--- config.mk ---
export PLATFORM = sky130hd
export DESIGN_NAME = txc_ctrl
export DESIGN_NICKNAME = d
export VERILOG_FILES = /design/src/hw/rtl/txc_pkg.sv /design/src/hw/rtl/txc_ctrl.sv
export SDC_FILE = /design/constraint.sdc
export NUM_CORES = 1
export LEC_CHECK = 0
export BUFFER_PORTS_ARGS = -buffer_cell sky130_fd_sc_hd__buf_2
export CORE_AREA = 3 3 40 42
export DETAILED_ROUTE_END_ITERATION = 12
export DIE_AREA = 0 0 43 45
export PLACE_DENSITY = 0.69
export SYNTH_ARGS = -nofsm -noshare
export SYNTH_HDL_FRONTEND = slang
export SYNTH_SLANG_ARGS = --single-unit
export TNS_END_PERCENT = 30
--- constraint.sdc ---
create_clock -name clk -period 2.74 [get_ports clk]
set_input_delay 0.274 -clock clk [delete_from_list [all_inputs] [get_ports clk]]
set_output_delay 0.274 -clock clk [all_outputs]
set_load 0.02 [all_outputs]
--- src/hw/rtl/txc_pkg.sv ---
// Shared types and constants for the text console writer.
`timescale 1ns / 1ps

package txc_pkg;

    // Default screen geometry
    localparam int DEF_COLUMNS = 80;
    localparam int DEF_ROWS    = 25;

    // Fixed field widths
    localparam int OP_W   = 3;
    localparam int BYTE_W = 8;
    localparam int ADDR_W = 11;

    // Operation codes
    localparam logic [OP_W-1:0] OP_PUT_COLOR = 3'd0;
    localparam logic [OP_W-1:0] OP_PUT_KEEP  = 3'd1;
    localparam logic [OP_W-1:0] OP_CLEAR     = 3'd2;
    localparam logic [OP_W-1:0] OP_FILL      = 3'd3;
    localparam logic [OP_W-1:0] OP_READ      = 3'd4;

    localparam logic [BYTE_W-1:0] BLANK_CHAR   = 8'h20;
    localparam logic [BYTE_W-1:0] NEWLINE_CHAR = 8'h0A;

    // Store access done by the datapath in the current cycle
    typedef enum logic [2:0] {
        MEM_NONE,
        MEM_INIT,
        MEM_MOVE,
        MEM_BLANK,
        MEM_PUT,
        MEM_CLEAR,
        MEM_FILL,
        MEM_READ
    } mem_cmd_t;

    // Cursor update
    typedef enum logic [1:0] {
        CUR_HOLD,
        CUR_STEP,
        CUR_SCROLL,
        CUR_HOME
    } cur_cmd_t;

    // Sweep counter update
    typedef enum logic [1:0] {
        SW_HOLD,
        SW_ZERO,
        SW_INC
    } sw_cmd_t;

    typedef struct packed {
        logic     latch;
        mem_cmd_t mem;
        cur_cmd_t cur;
        sw_cmd_t  sweep;
        logic     load_result;
    } ctl_cmd_t;

    typedef struct packed {
        logic [OP_W-1:0] op;
        logic            cursor_at_end;
        logic            sweep_last;
        logic            move_last;
        logic            out_free;
    } ctl_sts_t;

endpackage

--- src/hw/rtl/txc_ctrl.sv ---
// Sequencer for the text console writer: picks store sweeps and steps per item.
`timescale 1ns / 1ps

module txc_ctrl
    import txc_pkg::*;
(
    input  logic     clk,
    input  logic     rst_n,
    input  logic     item_valid,
    input  ctl_sts_t sts,
    output logic     item_ready,
    output ctl_cmd_t cmd
);

    typedef enum logic [3:0] {
        ST_INIT,
        ST_IDLE,
        ST_DECODE,
        ST_MOVE,
        ST_BLANK,
        ST_PUT,
        ST_CLEAR,
        ST_FILL,
        ST_READ,
        ST_DONE
    } state_t;

    state_t state_reg;
    state_t state_next;

    always_ff @(posedge clk or negedge rst_n)
    begin
        if (!rst_n)
        begin
            state_reg <= ST_INIT;
        end
        else
        begin
            state_reg <= state_next;
        end
    end

    assign item_ready = (state_reg == ST_IDLE);

    always_comb
    begin
        state_next      = state_reg;
        cmd.latch       = 1'b0;
        cmd.mem         = MEM_NONE;
        cmd.cur         = CUR_HOLD;
        cmd.sweep       = SW_HOLD;
        cmd.load_result = 1'b0;
        case (state_reg)
            ST_INIT:
            begin
                cmd.mem = MEM_INIT;
                if (sts.sweep_last)
                begin
                    cmd.sweep  = SW_ZERO;
                    state_next = ST_IDLE;
                end
                else
                begin
                    cmd.sweep = SW_INC;
                end
            end
            ST_IDLE:
            begin
                cmd.sweep = SW_ZERO;
                if (item_valid)
                begin
                    cmd.latch  = 1'b1;
                    state_next = ST_DECODE;
                end
            end
            ST_DECODE:
            begin
                case (sts.op)
                    OP_PUT_COLOR, OP_PUT_KEEP:
                        state_next = sts.cursor_at_end ? ST_MOVE : ST_PUT;
                    OP_CLEAR: state_next = ST_CLEAR;
                    OP_FILL:  state_next = ST_FILL;
                    OP_READ:  state_next = ST_READ;
                    default:  state_next = ST_DONE;
                endcase
            end
            ST_MOVE:
            begin
                cmd.mem = MEM_MOVE;
                if (sts.move_last)
                begin
                    // counter already sits on the first cell of the last row
                    state_next = ST_BLANK;
                end
                else
                begin
                    cmd.sweep = SW_INC;
                end
            end
            ST_BLANK:
            begin
                cmd.mem = MEM_BLANK;
                if (sts.sweep_last)
                begin
                    cmd.cur    = CUR_SCROLL;
                    cmd.sweep  = SW_ZERO;
                    state_next = ST_PUT;
                end
                else
                begin
                    cmd.sweep = SW_INC;
                end
            end
            ST_PUT:
            begin
                cmd.mem    = MEM_PUT;
                cmd.cur    = CUR_STEP;
                state_next = ST_DONE;
            end
            ST_CLEAR:
            begin
                cmd.mem = MEM_CLEAR;
                if (sts.sweep_last)
                begin
                    cmd.cur    = CUR_HOME;
                    cmd.sweep  = SW_ZERO;
                    state_next = ST_DONE;
                end
                else
                begin
                    cmd.sweep = SW_INC;
                end
            end
            ST_FILL:
            begin
                cmd.mem = MEM_FILL;
                if (sts.sweep_last)
                begin
                    cmd.sweep  = SW_ZERO;
                    state_next = ST_DONE;
                end
                else
                begin
                    cmd.sweep = SW_INC;
                end
            end
            ST_READ:
            begin
                cmd.mem    = MEM_READ;
                state_next = ST_DONE;
            end
            ST_DONE:
            begin
                if (sts.out_free)
                begin
                    cmd.load_result = 1'b1;
                    state_next      = ST_IDLE;
                end
            end
            default:
            begin
                state_next = ST_IDLE;
            end
        endcase
    end

endmodule

==> out/results.ini, run 1 <==
[timing]
worst_slew_pin_slew_ps=403
hold_viol_final=0
fmax_ghz=0.544
slew_headroom_pct=73.1
setup_viol=0
fin_crit_ps=1840
clock_skew_ps=0.655
grt_setup_unrepaired=no
layout_setup_ws_ps=902
setup_tns_ps=0
finalMaxSlewViolations=0
final.period_utilization_pct=67.1

[synth]
ys_types=27
syn-num-nets=68
synth_area_um2=458
yosysSeqAreaShare_pct=21.9
yosysWarnings=0
synth.area.top_cells=dfrtp_1, mux2_4, nand2b_1
ys_seq_elements=4
synth_cells=58
synth_largest_area_cell=dfrtp_1
synth_top_area_share_pct=21.9
avgSynthCellArea_um2=7.90

[die]
num_io_pins=20
dieHeight_um=45
die_x_um=43
die_area_um2=1940
start_util_pct=35.6
core-area_um2=1280
placementRows=13

[drt]
wirelength_mm=1.16
firstDrtPassIters=4
post-route-drc-count=0
antenna_left=0
via_count=490
routedWlPerCell_um=12.6
viasPerCell=5.33
drt_iter0_drc=9

[worst_setup_path]
end_kind=output pin
critPathMaxFanout=15
crit_type=reg2out
start_kind=flop
cp.required_ps=2470
arrival_ps=1560

[final_layout]
syn2layout_area_growth_pct=27.6
post-route-util_pct=45.5
largest_reg_flops=4
fill_cells=132
layout_common_cells=buf_2, nor2_1, nand2b_1, o21ai_0, dfrtp_1
drive_gt1_share_pct=37.7
ff_latch_area_um2=100
diodes=0
mostFrequentLayoutCell=buf_2
final_net_count=89
multiInputGateArea_um2=334

[placed_design]
globalplace.congestion=0.751
post-place-ws_ps=1040
port_buffers=19
place_hpwl_um=830

[power]
p_per_area_nw_per_um2=1200
leakagePower_nw=0.282
ir_worst_vdd_uv=557

[global_route]
grt_pass1_vias=423
antenna_found_initial=0
overflow=0
grt_pass1_wl_mm=1.88
grt_max_degree=16
grt_use_total_pct=13.6

[flow_run]
max_cap_viol_count=0

[clock_tree]
cts-resized-gates=0
cts_buffer_depth=2
cts_tree=yes
postCtsSetupRepairBufs=0
cts.clk_slew.worst_paths_ps=40
clockRootBuffer=clkbuf_4
clkLatencyLatePin_ps=230
cts.sinks=4
cts-buffers-inserted=3
htree_levels=1
hold_buffers=1

[worst_hold_path]
hp-class=in2reg

[status]
status=complete, no violations

## metrics by stage
step                instance area [µm²]  instances  power [mW]  hold WS (ps)
CTS                                 584         92       0.704           272
floorplan                           458         58       0.519         -21.6
global route                        584         92       0.762           268
global placement                    552         88       0.616          77.4
finish                              584         92       0.700           273
detailed placement                  552         88       0.623          80.7
## where the power goes
group	internal [mW]	switching [mW]	leakage, nW	total [mW]
clock network	0.0490	0.0245	0.0138	0.0736
registers	0.0839	0.0784	0.0503	0.162
logic	0.226	0.238	0.218	0.464
total	0.359	0.341	0.282	0.700
## critical path: stages, from the launching register on
cell and delay [ps]:
dfrtp_1 510, or3_1 440, a31oi_2 180, buf_2 200
## worst paths after layout
kind                              start           end  slack, ps  cells past startpoint
max in group asynchronous         rst_n  state_reg[0]       2260                      2
max                        state_reg[1]        cmd[2]        900                      3
min                              sts[0]  state_reg[3]        270                      2
min in group asynchronous         rst_n  state_reg[3]        370                      2
min reg2reg                state_reg[0]  state_reg[0]        820                      1
max reg2reg                state_reg[1]  state_reg[0]       1040                      4
## cell families after synthesis
family	count (synthesis)	share of synthesized area, %
and+or+nand+nor	28	34.2
AOI/OAI and AO/OA	15	22.4
xor gates and xnor gates	1	1.91
DFF	4	21.9
muxes	5	14.5
buffers and inverters	5	5.19
## area by class of cell
| type | instances | area share (%) |
|---|---|---|
| repair buffers | 20 | 18.0 |
| inverters | 1 | 0.642 |
| clock buffers | 3 | 3.85 |
| well taps | 15 | 3.21 |
| flip-flops and latches | 4 | 17.1 |
| multi-input cells | 49 | 57.2 |
## cells in the mapped netlist, drive strengths merged
library cell,count
nor2,7
nand3,1
inv,1
a31oi,2
nand2,3
nor2b,3
o21bai,1
and3,2
buf,4
dfrtp,4
o22ai,2
nor3b,1
mux2,4
a21o,1
xnor2,1
nand3b,2
nand2b,5
mux2i,1
o31a,1
o21ai,5
nand4bb,1
or2,1
or3,1
a21oi,3
nor3,1
## routing by layer
metal	wire length, µm	vias to the layer above	track usage (%)
met3	98	4	4.38
met5	0	-	0
met4	14	0	10.8
met1	484	208	14.8
li1	-	248	-
met2	558	30	21.9
Note: power is estimated with default switching activity, not from simulation.
==> run 2, diff against run 1 <==
==> constraint.sdc (replaced) <==
create_clock -name clk -period 1.8 [get_ports clk]
set_input_delay 0.18 -clock clk [delete_from_list [all_inputs] [get_ports clk]]
set_output_delay 0.18 -clock clk [all_outputs]
set_load 0.02 [all_outputs]
==> out/results.ini, run 2 (synthesis gave the netlist of run 1 again) <==
[clock_tree]
cts-resized-gates=0  ; unchanged
cts.sinks=4  ; unchanged
cts.clk_slew.worst_paths_ps=30  ; about the same
cts_buffer_depth=2  ; unchanged
clkLatencyLatePin_ps=230  ; about the same
htree_levels=1  ; unchanged
clockRootBuffer=clkbuf_4
cts_tree=yes
cts-buffers-inserted=3  ; unchanged

[timing]
setup_tns_ps=0  ; unchanged
finalMaxSlewViolations=0  ; unchanged
slew_headroom_pct=77.7  ; +4.6 points
fmax_ghz=0.613
final.period_utilization_pct=90.6
worst_slew_pin_slew_ps=335  ; -68.4 ps
fin_crit_ps=1630
hold_viol_final=0  ; unchanged
grt_setup_unrepaired=no
setup_viol=0  ; unchanged
clock_skew_ps=3.71  ; +3.05 ps

[drt]
firstDrtPassIters=4  ; unchanged
drt_iter0_drc=14  ; +5
antenna_left=0  ; unchanged
wirelength_mm=1.08  ; -6.6%
viasPerCell=5.14  ; -3.5%
via_count=483  ; -1.4%
routedWlPerCell_um=11.5  ; -8.6%
post-route-drc-count=0  ; unchanged

[global_route]
grt_max_degree=15  ; -1
grt_use_total_pct=13.4  ; -0.26 points
grt_pass1_wl_mm=1.86  ; -0.69%
grt_pass1_vias=419  ; -0.95%
antenna_found_initial=0  ; unchanged
overflow=0  ; unchanged

[power]
power_frac_comb_pct=73.8  ; +7.5 points
p_clk_share_pct=9.9  ; -0.6 points
p_per_area_nw_per_um2=1810  ; +51%
power_switching_uw=510  ; +50%
p_total_mw=1.08  ; +55%
power_frac_seq_pct=16.3  ; -6.9 points
leakagePower_nw=0.292  ; +3.5%
internal-power_uw=573  ; +60%
ir_worst_vdd_uv=742  ; +33%
switching_share_pct=47.1  ; -1.7 points

[final_layout]
mostFrequentLayoutCell=buf_2
drive_gt1_share_pct=39.2  ; +1.6 points
final_cell_count_no_fill=94  ; +2.2%
diodes=0  ; unchanged
multiInputGateArea_um2=334  ; unchanged
final_net_count=91  ; +2.2%
syn2layout_area_growth_pct=30.9
fill_cells=127  ; -3.8%
ff_latch_area_um2=100  ; unchanged
largest_reg_flops=4  ; unchanged
layout_common_cells=buf_2, nor2_1, nand2b_1, o21ai_0, dfrtp_1

[worst_setup_path]
max_stage_delay_ps=520  ; about the same
critPathLaunch=state_reg[3]
arrival_ps=1450  ; -110 ps
cpMostUsedCell=o21ai_0
crit_type=reg2out
crit_family=flip-flops
crit_slowest_cell=dfrtp_1
start_kind=flop
crit-reg2reg-launch=state_reg[2]
crit_chain=nand2b_1, inv_1, o21ai_0, o21ai_0, buf_2
worst-path-buf-inv=2  ; +1
critPathMaxFanout=10  ; -5
cp.required_ps=1620  ; -850 ps
end_kind=output pin

[die]
start_util_pct=35.6  ; unchanged
num_io_pins=20  ; unchanged
die_x_um=43  ; unchanged
dieHeight_um=45  ; unchanged
die_area_um2=1940  ; unchanged
core-area_um2=1280  ; unchanged
placementRows=13  ; unchanged

[worst_hold_path]
min_from=sts[0]
hp-class=in2reg

[placed_design]
place_hpwl_um=818  ; -1.4%
globalplace.congestion=0.741  ; -1.3%
post-place-cells=90  ; +2.3%
port_buffers=19  ; unchanged

[status]
status=complete, no violations

[flow_run]
max_cap_viol_count=0  ; unchanged

[run 2: routing by layer]
metal	vias to the layer above	track usage, %	wire (µm)
li1	250	-	-
met1	204	16.3	471
met2	25	19.2	474
met3	4	3.19	94
met4	0	12.7	39
met5	-	0	0
[run 2: worst reg2reg max path, delay by kind of cell (launching register included)]
kind,cells,cell delay (ps)
AOI/OAI and AO/OA,2,390
and+or+nand+nor,1,240
DFF,1,490
muxes,1,290
[run 2: stage by stage]
step                hold slack (ps)  utilization, %  instance area [µm²]  worst slack [ps]
detailed placement            -16.9            44.1                  567               272
global placement              -16.2            44.1                  567               319
CTS                             186            46.6                  599               167
finish                          194            46.6                  599               169
floorplan                      -116               -                  458               141
global route                    197            46.6                  599              1.73
[run 2: layout make-up]
type | count | area share, %
clock buffers | 3 | 3.76
inverters | 1 | 0.626
multi-input cells | 49 | 55.7
flip-flops and latches | 4 | 16.7
well taps | 15 | 3.13
repair buffers | 22 | 20.0
[run 2: final timing paths]
kind | end | slack, ps | cells past startpoint
setup reg to reg | state_reg[0] | 270 | 4
hold / removal | state_reg[3] | 190 | 2
setup / recovery | cmd[6] | 170 | 5
min in group asynchronous | state_reg[1] | 280 | 2
max in group asynchronous | state_reg[0] | 1410 | 2
hold reg to reg | state_reg[0] | 690 | 2
[run 2: power groups by stage]
stage	registers, mW	logic, mW	clock network [mW]
floorplan	0.155	0.635	0
global placement	0.177	0.794	0
detailed placement	0.178	0.802	0
CTS	0.176	0.805	0.112
global route	0.187	0.875	0.121
finish	0.177	0.799	0.107
[run 2: what timing repair did]
item / CTS / global route
buffers inserted: 0 / 0
endpoints found under the hold margin: 4 / 0
hold buffers: 1 / 0
==> run 3, diff against run 2 <==
--- a/config.mk
+++ b/config.mk
@@ -5,11 +5,12 @@
 export SDC_FILE = /design/constraint.sdc
 export NUM_CORES = 1
 export LEC_CHECK = 0
-export BUFFER_PORTS_ARGS = -buffer_cell sky130_fd_sc_hd__buf_2
+export ABC_AREA = 1
 export CORE_AREA = 3 3 40 42
 export DETAILED_ROUTE_END_ITERATION = 12
 export DIE_AREA = 0 0 43 45
-export PLACE_DENSITY = 0.69
+export DONT_BUFFER_PORTS = 1
+export PLACE_DENSITY = 0.56
 export SYNTH_ARGS = -nofsm -noshare
 export SYNTH_HDL_FRONTEND = slang
 export SYNTH_SLANG_ARGS = --single-unit
==> constraint.sdc (replaced) <==
create_clock -name clk -period 1.6 [get_ports clk]
set_input_delay 0.16 -clock clk [delete_from_list [all_inputs] [get_ports clk]]
set_output_delay 0.16 -clock clk [all_outputs]
set_load 0.02 [all_outputs]
==> out/results.ini, run 3 <==
[die]
die_area_um2=1940  ; unchanged
placementRows=13  ; unchanged
start_util_pct=35.6  ; unchanged
num_io_pins=20  ; unchanged
dieHeight_um=45  ; unchanged
core-area_um2=1280  ; unchanged
die_x_um=43  ; unchanged

[timing]
final.period_utilization_pct=92.8
grt_setup_unrepaired=no
slew_headroom_pct=68.2  ; -9.5 points
finalMaxSlewViolations=0  ; unchanged
fin_crit_ps=1480
fmax_ghz=0.674
setup_viol=0  ; unchanged
setup_tns_ps=0  ; unchanged
layout_setup_ws_ps=116  ; -53.2 ps
hold_viol_final=0  ; unchanged
clock_skew_ps=0.721  ; -2.99 ps
worst_slew_pin_slew_ps=485  ; +150 ps

[power]
leakagePower_nw=0.304  ; +3.9%
p_total_mw=1.22  ; +13%
power_frac_comb_pct=70.7  ; -3.1 points
switching_share_pct=58.4  ; +11 points
p_clk_share_pct=10.4  ; +0.5 points
p_per_area_nw_per_um2=2290  ; +27%
ir_worst_vdd_uv=961  ; +30%
internal-power_uw=509  ; -11%
power_frac_seq_pct=18.9  ; +2.6 points
power_switching_uw=715  ; +40%

[drt]
drt_iter0_drc=13  ; -1
routedWlPerCell_um=10.9  ; -5.4%
wirelength_mm=1.12  ; +3.7%
viasPerCell=4.97  ; -3.3%
via_count=512  ; +6.0%
antenna_left=0  ; unchanged
firstDrtPassIters=4  ; unchanged
post-route-drc-count=0  ; unchanged

[placed_design]
post-place-cells=99  ; +10%
place_hpwl_um=938  ; +15%
post-place-ws_ps=292  ; +20.2 ps
globalplace.congestion=0.814  ; +9.8%
port_buffers=0  ; -19

[synth]
synth_area_um2=458  ; unchanged
synth_top_family_by_area=simple AND/OR/NAND/NOR gates
synth_top_area_share_pct=21.9  ; unchanged
syn-num-nets=91  ; +34%
synth_cells=81  ; +40%
avgSynthCellArea_um2=5.65  ; -28%
synth.area.top_cells=dfrtp_1, nand2_1, nor2_1
synthSimpleGateAreaFrac_pct=55.5  ; +21 points
synthTopCellsByCount=nand2_1, nor2_1, inv_1
synth_xor_area_share_pct=0  ; -1.9 points
synthMuxAreaShare_pct=0  ; -14 points
synth_flop_cell=dfrtp_1
synth-adder-area-share_pct=0  ; unchanged
yosysSeqAreaShare_pct=21.9  ; unchanged
synth_compound_area_share_pct=9.56  ; -13 points
yosysMostFrequentCell=nand2_1
yosysWarnings=0  ; unchanged
synth_enable_flop_cells=0  ; unchanged
ys_seq_elements=4  ; unchanged
synth_largest_area_cell=dfrtp_1
async_flop_share_pct=100  ; unchanged
ys_types=18  ; -33%

[clock_tree]
cts-buffers-inserted=3  ; unchanged
clkLatencyLatePin_ps=240  ; about the same
clockRootBuffer=clkbuf_4
cts_buffer_depth=2  ; unchanged
cts.clk_slew.worst_paths_ps=40  ; about the same
cts_tree=yes
postCtsSetupRepairBufs=0  ; unchanged
htree_levels=1  ; unchanged
cts.sinks=4  ; unchanged

[worst_setup_path]
r2r-end=state_reg[3]
worst-path-buf-inv=2  ; unchanged
crit_type=reg2out
r2r_slack_ps=290  ; +20 ps
max_stage_delay_ps=440  ; -80 ps
end_kind=output pin
arrival_ps=1320  ; -130 ps
cp.required_ps=1440  ; -180 ps
ff2ff_path_depth=6  ; +2
crit_slowest_cell=dfrtp_1
start_kind=flop
crit-reg2reg-launch=state_reg[0]
crit_family=flip-flops
crit_chain=inv_2, nand2_1, nor2_1, nor2_2, o211ai_1, buf_4
critPathMaxFanout=6  ; -4

[global_route]
grt_pass1_vias=470  ; +12%
antenna_found_initial=0  ; unchanged
grt_use_total_pct=12.8  ; -0.58 points
grt_pass1_wl_mm=1.89  ; +1.4%
grt_max_degree=9  ; -6
overflow=0  ; unchanged

[worst_hold_path]
min_to=state_reg[3]
min_from=sts[6]
holdPathStages=2  ; unchanged
hp-class=in2reg

[status]
status=complete, no violations

[final_layout]
largest_reg_flops=4  ; unchanged
mostFrequentLayoutCell=nand2_1
multiInputGateArea_um2=300  ; -10%
final_cell_count_no_fill=103  ; +9.6%
fill_cells=145  ; +14%
ff_latch_area_um2=103  ; +2.5%
final_net_count=100  ; +9.9%
syn2layout_area_growth_pct=16.4
layout_common_cells=nand2_1, nor2_1, inv_1, nand3_1
diodes=0  ; unchanged
drive_gt1_share_pct=25.0  ; -14 points
post-route-util_pct=41.5  ; -5.2 points

[flow_run]
max_cap_viol_count=0  ; unchanged

==> run 3: cell types whose count changed after synthesis, moves of 3 or more <==
cell / before / now
nand2_1: 3 / 26
inv_1: 1 / 10
nor2_1: 7 / 14
nand2b_1: 5 / 0
buf_2: 4 / 0
nand3_1: 1 / 5
inv_2: 0 / 3
mux2_4: 3 / 0
nand3_2: 0 / 3
nor2b_1: 3 / 0
o21ai_0: 5 / 2
==> run 3: timing repair <==
item | in CTS | in global routing
resized for setup | 0 | 4
hold buffers | 1 | 0
endpoints found under the hold margin | 4 | 0
endpoints found under the setup margin | 0 | 2
==> run 3: worst max path at each step <==
| stage | depth (start not counted) | endpoint | from | slack, ps |
|---|---|---|---|---|
| after floorplan | 4 | cmd[0] | state_reg[1] | 210 |
| after global placement | 3 | cmd[8] | state_reg[2] | 300 |
| after detailed placement | 3 | cmd[8] | state_reg[2] | 290 |
| after CTS | 3 | cmd[8] | state_reg[2] | 40 |
| after global routing | 6 | cmd[6] | state_reg[0] | 8 |
| final | 6 | cmd[6] | state_reg[0] | 120 |
==> run 3: final cells by class <==
type                    count  area share (%)
repair buffers              5            7.51
flip-flops and latches      4            19.2
well taps                  15            3.52
clock buffers               3            4.23
inverters                  13            9.15
multi-input cells          63            56.3
==> run 3: power by group through the flow <==
| stage | logic (mW) | clock network [mW] | registers [mW] |
|---|---|---|---|
| finish | 0.864 | 0.127 | 0.231 |
| floorplan | 0.722 | 0 | 0.188 |
| detailed placement | 0.856 | 0 | 0.226 |
| global route | 0.953 | 0.140 | 0.239 |
| CTS | 0.864 | 0.127 | 0.224 |
| global placement | 0.865 | 0 | 0.225 |
==> run 3: through the flow <==
stage          hold WS, ps  cell area, µm²
2_1_floorplan         -136             458
3_3_place_gp          -135             495
3_5_place_dp          -135             495
4_1_cts                126             528
5_1_grt                149             533
6_report               127             533
==> run 3: cell families after synthesis <==
logic type	count (synthesis)
AOI/OAI and AO/OA	8
buffers and inverters	14
DFF	4
and+or+nand+nor	55
==> run 3: per-layer routing <==
layer	GRT usage (%)	share of wire, %	vias up
li1	-	-	267
met1	16.7	50	221
met2	18.6	42	22
met3	3.98	6.6	2
met4	7.23	0.71	0
met5	0	0	-
